### config.mk
export PLATFORM = sky130hd
export DESIGN_NAME = lpi_back
export DESIGN_NICKNAME = d
export VERILOG_FILES = /design/src/sv/assert_macros.svh /design/src/sv/lpi_pkg.sv /design/src/sv/lpi_back.sv
export SDC_FILE = /design/constraint.sdc
export NUM_CORES = 1
export LEC_CHECK = 0
export BUFFER_PORTS_ARGS = -buffer_cell sky130_fd_sc_hd__buf_4
export CAP_MARGIN = 30
export CORE_AREA = 3 3 140 142
export CTS_CLUSTER_DIAMETER = 50
export CTS_CLUSTER_SIZE = 14
export DETAILED_ROUTE_END_ITERATION = 7
export DIE_AREA = 0 0 143 145
export GPL_ROUTABILITY_DRIVEN = 0
export GPL_TIMING_DRIVEN = 0
export HOLD_SLACK_MARGIN = 0.03
export PLACE_DENSITY_LB_ADDON = 0.1
export SLEW_MARGIN = 40
export SYNTH_ARGS = -nofsm -noshare
export SYNTH_HDL_FRONTEND = slang
export SYNTH_SLANG_ARGS = --single-unit
### constraint.sdc
create_clock -name clock -period 4.9 [get_ports clock]
set_input_delay 0.735 -clock clock [delete_from_list [all_inputs] [get_ports clock]]
set_output_delay 0.735 -clock clock [all_outputs]
set_load 0.1 [all_outputs]
### src/sv/assert_macros.svh
// Assertion macros shared by the line pair intersection RTL.
// Depends on nothing; included by files that carry concurrent checks.
`ifndef ASSERT_MACROS_SVH
`define ASSERT_MACROS_SVH

`ifndef SYNTHESIS

// Clocked check, masked while reset is high
`define LPI_ASSERT(lbl, clk, rst, prop, msg) \
   lbl: assert property (@(posedge clk) disable iff (rst) prop) else $error(msg);

// Clocked check that also holds across reset
`define LPI_ASSERT_NR(lbl, clk, prop, msg) \
   lbl: assert property (@(posedge clk) prop) else $error(msg);

`else

`define LPI_ASSERT(lbl, clk, rst, prop, msg)

`define LPI_ASSERT_NR(lbl, clk, prop, msg)

`endif

`endif

### src/sv/lpi_pkg.sv
// Shared constants and types of the line pair intersection block.
// No dependencies; used by the interfaces and every module.
package lpi_pkg;

   localparam int IN_FRAC_BITS   = 4;
   localparam int TOL_WIDTH      = 34;
   localparam int POINT_WIDTH    = 32;
   // One quotient bit beyond the point width; rounding is judged from the remainder
   localparam int QUOT_BITS      = POINT_WIDTH + 1;
   localparam int CSR_DATA_WIDTH = 64;
   localparam int CSR_ADDR_WIDTH = 4;

   // Register index, taken from the top address bit (registers sit at 8*i)
   localparam logic CSR_IDX_ZERO_TOL = 1'b0;

   // Relation codes
   localparam logic [1:0] REL_PARALLEL = 2'd0;
   localparam logic [1:0] REL_SAME     = 2'd1;
   localparam logic [1:0] REL_CROSS    = 2'd2;

   typedef struct packed {
      logic [1:0] relation;
      logic       neg_x;
      logic       neg_y;
      logic       ovf_x;
      logic       ovf_y;
   } lpi_ctl_type;

endpackage

### src/sv/lpi_back.sv
// Back end: rounds the quotients, applies sign and saturation and holds
// the result item in the output register. Depends on lpi_pkg.
module lpi_back import lpi_pkg::*; #(
   parameter int REM_WIDTH = 73,
   parameter int DIV_WIDTH = 39
) (
   input  logic                          clock,
   input  logic                          reset,
   input  logic                          in_valid,
   output logic                          in_ready,
   input  lpi_ctl_type                   in_ctl,
   input  logic [REM_WIDTH-1:0]          in_rem_x,
   input  logic [REM_WIDTH-1:0]          in_rem_y,
   input  logic [DIV_WIDTH-1:0]          in_div,
   input  logic [QUOT_BITS-1:0]          in_quo_x,
   input  logic [QUOT_BITS-1:0]          in_quo_y,
   output logic                          out_valid,
   input  logic                          out_ready,
   output logic [1:0]                    out_relation,
   output logic signed [POINT_WIDTH-1:0] out_point_x,
   output logic signed [POINT_WIDTH-1:0] out_point_y,
   output logic                          out_overflow
);

   localparam int QW = QUOT_BITS + 1;
   localparam logic [QW-1:0] NEG_LIM = QW'(1) << (POINT_WIDTH - 1);
   localparam logic [QW-1:0] POS_LIM = NEG_LIM - QW'(1);
   localparam logic [POINT_WIDTH-1:0] SAT_NEG = POINT_WIDTH'(1) << (POINT_WIDTH - 1);
   localparam logic [POINT_WIDTH-1:0] SAT_POS = ~SAT_NEG;

   logic       a_valid_ff, b_valid_ff, a_ready;
   assign in_ready = !a_valid_ff || a_ready;
   assign a_ready  = !b_valid_ff || out_ready;

   always_ff @(posedge clock) begin
      if (reset) begin
         a_valid_ff <= 1'b0;
         b_valid_ff <= 1'b0;
      end else begin
         if (in_ready) begin
            a_valid_ff <= in_valid;
         end
         if (a_ready) begin
            b_valid_ff <= a_valid_ff;
         end
      end
   end

   // stage A: round to nearest, ties away from zero
   logic [QW-1:0] a_qr_x_ff, a_qr_y_ff, a_qr_x_in, a_qr_y_in;
   lpi_ctl_type   a_ctl_ff;
   logic          rnd_x, rnd_y;

   always_comb begin
      rnd_x     = ((REM_WIDTH + 1)'(in_rem_x) << 1) >= (REM_WIDTH + 1)'(in_div);
      rnd_y     = ((REM_WIDTH + 1)'(in_rem_y) << 1) >= (REM_WIDTH + 1)'(in_div);
      a_qr_x_in = QW'(in_quo_x) + QW'(rnd_x);
      a_qr_y_in = QW'(in_quo_y) + QW'(rnd_y);
   end

   always_ff @(posedge clock) begin
      if (in_ready) begin
         a_qr_x_ff <= a_qr_x_in;
         a_qr_y_ff <= a_qr_y_in;
         a_ctl_ff  <= in_ctl;
      end
   end

   // stage B: sign, saturate, zero the point when there is no crossing
   logic                   sat_x, sat_y;
   logic [1:0]             b_rel_ff;
   logic [POINT_WIDTH-1:0] b_px_ff, b_py_ff, b_px_in, b_py_in;
   logic                   b_ovf_ff, b_ovf_in;

   always_comb begin
      sat_x = a_ctl_ff.ovf_x || (a_ctl_ff.neg_x ? (a_qr_x_ff > NEG_LIM)
                                                : (a_qr_x_ff > POS_LIM));
      sat_y = a_ctl_ff.ovf_y || (a_ctl_ff.neg_y ? (a_qr_y_ff > NEG_LIM)
                                                : (a_qr_y_ff > POS_LIM));
      if (sat_x) begin
         b_px_in = a_ctl_ff.neg_x ? SAT_NEG : SAT_POS;
      end else begin
         b_px_in = a_ctl_ff.neg_x ? POINT_WIDTH'(-a_qr_x_ff) : POINT_WIDTH'(a_qr_x_ff);
      end
      if (sat_y) begin
         b_py_in = a_ctl_ff.neg_y ? SAT_NEG : SAT_POS;
      end else begin
         b_py_in = a_ctl_ff.neg_y ? POINT_WIDTH'(-a_qr_y_ff) : POINT_WIDTH'(a_qr_y_ff);
      end
      b_ovf_in = sat_x || sat_y;
      if (a_ctl_ff.relation != REL_CROSS) begin
         b_px_in  = '0;
         b_py_in  = '0;
         b_ovf_in = 1'b0;
      end
   end

   always_ff @(posedge clock) begin
      if (a_ready) begin
         b_rel_ff <= a_ctl_ff.relation;
         b_px_ff  <= b_px_in;
         b_py_ff  <= b_py_in;
         b_ovf_ff <= b_ovf_in;
      end
   end

   assign out_valid    = b_valid_ff;
   assign out_relation = b_rel_ff;
   assign out_point_x  = b_px_ff;
   assign out_point_y  = b_py_ff;
   assign out_overflow = b_ovf_ff;

endmodule

# After elaboration in Yosys (flattened, before gate mapping)
# Index checks and enable logic that the tools add are counted.
dict set report op_classes {
  addsub 4
  n_eq_ne 1
  reduce_logical 7
  n_lt_le_gt_ge 6
  muxes 8
}
# cell n
set ops {}
lappend ops {{$mux 32} 6}
lappend ops {{$ge 74x39->1} 2}
lappend ops {{$add 33x1->34} 2}
lappend ops {{$gt 34x31->1 const B} 2}
lappend ops {{$gt 34x32->1 const B} 2}
lappend ops {{$neg 32->32} 2}
lappend ops {{$logic_or 1x1->1} 5}
lappend ops {{$logic_not 1->1} 2}
lappend ops {{$mux 1} 2}
lappend ops {{$ne 2x2->1 const B} 1}
dict set report word_totals {
  inputBits 261
  output_inout_bits 69
  regBits 143
  elab_cells 39
}

# Logic depth before layout (Yosys ltp)
dict set report logic_depth {
  word_depth 4
  ltp_mapped 16
  ltp_nobuf 16
}

# Worst setup path before layout
# OpenSTA, ideal clock, no wires.
dict set report synth_path {
  path_type {register -> register}
  start {register b_valid_ff (netlist: out_valid)}
  end {register a_ctl_ff[0] (netlist bit) (enable)}
  synth_period_minus_slack_ns 3.974
  required_ns 3.934
  n_path_buf 0
  path_stages_with_launch 3
  slack_ns 0.926
  setup_ns 0.966
  arrival_ns 3.008
  cell_sequence {dfxtp_1 > nor2b_1 > nand2_1}
}
dict set report synth_via {
  elab_chain_cells 3
}
# item line_no
set synth_lines {}
lappend synth_lines {{start: declaration} lpi_back.sv:31} ;# logic a_valid_ff, b_valid_ff, a_ready;
lappend synth_lines {{start signal: assignment} lpi_back.sv:44} ;# b_valid_ff <= a_valid_ff;
lappend synth_lines {{$logic_not 1->1} lpi_back.sv:33} ;# assign a_ready = !b_valid_ff || out_ready;
lappend synth_lines {{$logic_or 1x1->1} lpi_back.sv:33}
lappend synth_lines {{$logic_or 1x1->1} lpi_back.sv:32} ;# assign in_ready = !a_valid_ff || a_ready;
lappend synth_lines {{net in_ready} lpi_back.sv:10} ;# output logic in_ready,
lappend synth_lines {{end signal: assignment} lpi_back.sv:65} ;# a_ctl_ff <= in_ctl;
lappend synth_lines {{end: declaration} lpi_back.sv:51} ;# lpi_ctl_type a_ctl_ff;
# The timed path passes the listed nets, and every way through them passes these cells.
# A chain may end at the register's enable or synchronous reset.

# Final worst setup path
dict set report layout_path {
  start {input port in_div[37]}
  end {register a_qr_x_ff[32], data pin}
}
dict set report layout_via {
  elab_chain_cells 2
}
# item line_no
set layout_lines {}
lappend layout_lines {{start: declaration} lpi_back.sv:14} ;# input logic [DIV_WIDTH-1:0] in_div,
lappend layout_lines {{$ge 74x39->1} lpi_back.sv:55} ;# rnd_x = ((REM_WIDTH + 1)'(in_rem_x) << 1) >= (REM_WIDTH + 1)'(in_div);
lappend layout_lines {{$add 33x1->34} lpi_back.sv:57} ;# a_qr_x_in = QW'(in_quo_x) + QW'(rnd_x);
lappend layout_lines {{net a_qr_x_in[32]} lpi_back.sv:50} ;# logic [QW-1:0] a_qr_x_ff, a_qr_y_ff, a_qr_x_in, a_qr_y_in;
lappend layout_lines {{end signal: assignment} lpi_back.sv:63} ;# a_qr_x_ff <= a_qr_x_in;
lappend layout_lines {{end: declaration} lpi_back.sv:50}
# The timed path passes the listed nets, and every way through them passes these cells.

==> results.txt <==
Netlist cell types - 66
R2R depth - 6
Post-synthesis compound-gate area fraction - 12.3%
Slew headroom - 42.8%
Ports - 330
Min-Delay Path Class - in2reg
Commonest non-fill, non-tap cell in the layout - buf_4
Final Skew - 0.0124 ns
Share of cells above drive strength 1 - 28.4%
Hpwl dp - 26.1 mm
Post-cts sizing count - 0
Largest net degree at the start of global routing - 39
Cell Int Power - 2.43 mW
Simple-gate area share of the yosys netlist - 22.9%
Adder and majority cell fraction of the synthesized area - 10.2%
# setup viols final - 0
Status - finished, final reports clean
Drt pass-1 iters - 6
EDFF count, synth - 141
Post-Route WL - 31.7 mm
DR vias/cell - 5.90
Fin nets - 1709
Hold Vio Cnt, Final - 0
Layout area overhead - 33.5%
Total grt overflow - 0
CTS clk-pin slew, worst paths - 0.06 ns
Post-synthesis sequential area ratio - 42.4%
Antenna violations before repair - 0
Post-route insts no fill - 1614
Req. time, crit path - 5.07 ns
Synth Flop Type - edfxtp_1
Worst-margin pin slew - 0.851 ns
FILL cells - 1408
CTS sink count - 143
Post-CTS Setup Bufs - 0
Period utilisation layout - 79.9%
Post-synth ARST share - 0%
PnR worst setup slack - 0.984 ns
Total die area - 20700 sq um
Crit start category - input pin
Bufs on Longest Clock Path - 2
Psw - 1.20 mW
Htree depth - 4
Core ar. - 18600 sq um
Max Clk Rate - 0.255 GHz
DR WL/cell - 19.7 microns
# Max-Cap Violations - 0
Part of the power in the clock network - 33.2%
Worst setup EP type - register
PortBufs - 329
Largest family of logic cells by synthesized area - simple AND/OR/NAND/NOR gates
Synth Area in XOR/XNOR - 5.74%
CTS tree - built
Num CTS Buffers - 17
Peak supply drop - 199 uV
Initial core utilization - 54.2%
Overall Power - 3.63 mW
Syn Inst Count - 1016
Residual DRC - 0
Mux share of post-synthesis cell area - 3.28%
Antenna Violating Nets Remaining - 0
Clk root buf - clkbuf_16
Combinational fraction of design power - 25.4%
Part of the power in registers - 41.4%
Vias in the first global route - 9101
Max-slew violation count - 0
Place WS - 0.520 ns
Post-synthesis cell area - 10100 sq um
Gr usage total - 30.4%
Cell leakage power - 5.78 nW
Unrepaired setup endpoints after global routing - false
Ys Warns - 0
Hold WS - 0.476 ns
Die Y - 145 microns
Clk_lat worst skew - 0.43 ns
Placement row count - 50
Placed insts - 1581
WHS Path Cells - 2
Final Critical Period - 3.92 ns
Commonest non-fill, non-tap cells in the layout - buf_4 (329), edfxtp_1 (141), nor2_1 (135), ha_1 (82), nand2_1 (58)
Post-Syn Nets - 1359
WS Path Type - in2reg
Setup TNS - 0 ns
Initial drt markers - 849
Crit path arrival time - 4.09 ns
Hold-fix buffers, CTS - 0
Layout Utilization - 72.4%
Die width - 143 microns
Via count - 9519
#FFs+latches synth - 143
First-pass GRT wire length - 49.4 mm
Post-route cell area - 13400 sq um
Crit-path max FO - 5
Avg Synthesized Cell Area - 9.91 sq um
Area after DPL - 12900 sq um
Switching part of the total - 33.1%
Power Dens Cells - 270 nW/um^2
[cell usage after synthesis, drive strengths merged (14+ instances only)]
library cell,instances,area [sq um]
a21oi,52,264
and3,16,101
clkbuf,21,78.8
edfxtp,141,4230
ha,82,1030
inv,47,176
mux2i,33,330
nand2,59,221
nand2b,15,93.8
nand3,31,155
nand4,26,169
nor2,135,507
nor2b,37,231
nor3,39,206
nor3b,14,105
nor4,34,213
o22a,33,293
o32ai,16,140
xnor2,47,412
xor2,19,166
[area by class of cell]
class / instances / area [sq um] / share of cell area (%)
clock buffers: 17 / 425 / 3.16
diodes: 1 / 2.50 / 0.0186
flip-flops and latches: 143 / 4270 / 31.8
clock inverters: 15 / 121 / 0.902
inverters: 47 / 179 / 1.33
repair buffers: 331 / 2510 / 18.7
well taps: 234 / 293 / 2.18
multi-input cells: 796 / 5500 / 40.9
plain buffers: 30 / 141 / 1.05
[path summary, 6_finish.rpt]
check                                   from               to  slack [ns]
worst max register to register  a_qr_y_ff[6]  out_point_y[29]        1.76
worst min register to register   a_ctl_ff[4]  out_relation[0]        0.48
worst max-delay path              in_div[37]    a_qr_x_ff[32]        0.98
worst min-delay path                   reset       a_valid_ff        0.48
[kinds of logic (layout without fill, tap and decap cells)]
| family | Yosys count | after routing |
|---|---|---|
| AND/OR/NAND/NOR | 444 | 444 |
| flip-flops | 143 | 143 |
| adder cells (fa/ha/maj) | 82 | 82 |
| buffers and inverters | 77 | 440 |
| AO/OA/AOI/OAI | 171 | 171 |
| XOR/XNOR | 66 | 66 |
| multiplexers | 33 | 33 |
| other | 0 | 1 |
[power groups by stage]
stage	logic, mW	registers, mW	clock network (mW)
final	0.922	1.50	1.21
after global routing	0.988	1.51	1.26
after CTS	0.921	1.50	1.21
after detailed placement	0.917	1.52	0
after global placement	0.898	1.52	0
after floorplan	0.275	1.81	0
[critical path, cell delays in order]
cell	delay, ns
buf_4	0.08
inv_1	0.04
ha_1	0.31
and4_1	0.19
nand3_1	0.10
o41ai_1	0.51
nor4_1	0.15
nand3_1	0.13
ha_1	0.19
ha_1	0.22
nand2_1	0.12
nor4_1	0.62
and2_1	0.25
and2_1	0.19
nor2b_1	0.17
xnor2_1	0.08
[state kept, by name, summed over array words and instances (netlist names)]
name	cells
a_qr_x_ff	34
a_qr_y_ff	34
out_point_x	32
out_point_y	32
a_ctl_ff	6
out_relation	2
a_valid_ff	1
out_overflow	1
out_valid	1
[metal layers]
metal	GRT usage, %	wire length, microns
met5	0	0
met2	48.7	15000
met1	42.3	13200
met3	6.79	3010
met4	6.89	490
(Power assumes the default switching activity.)
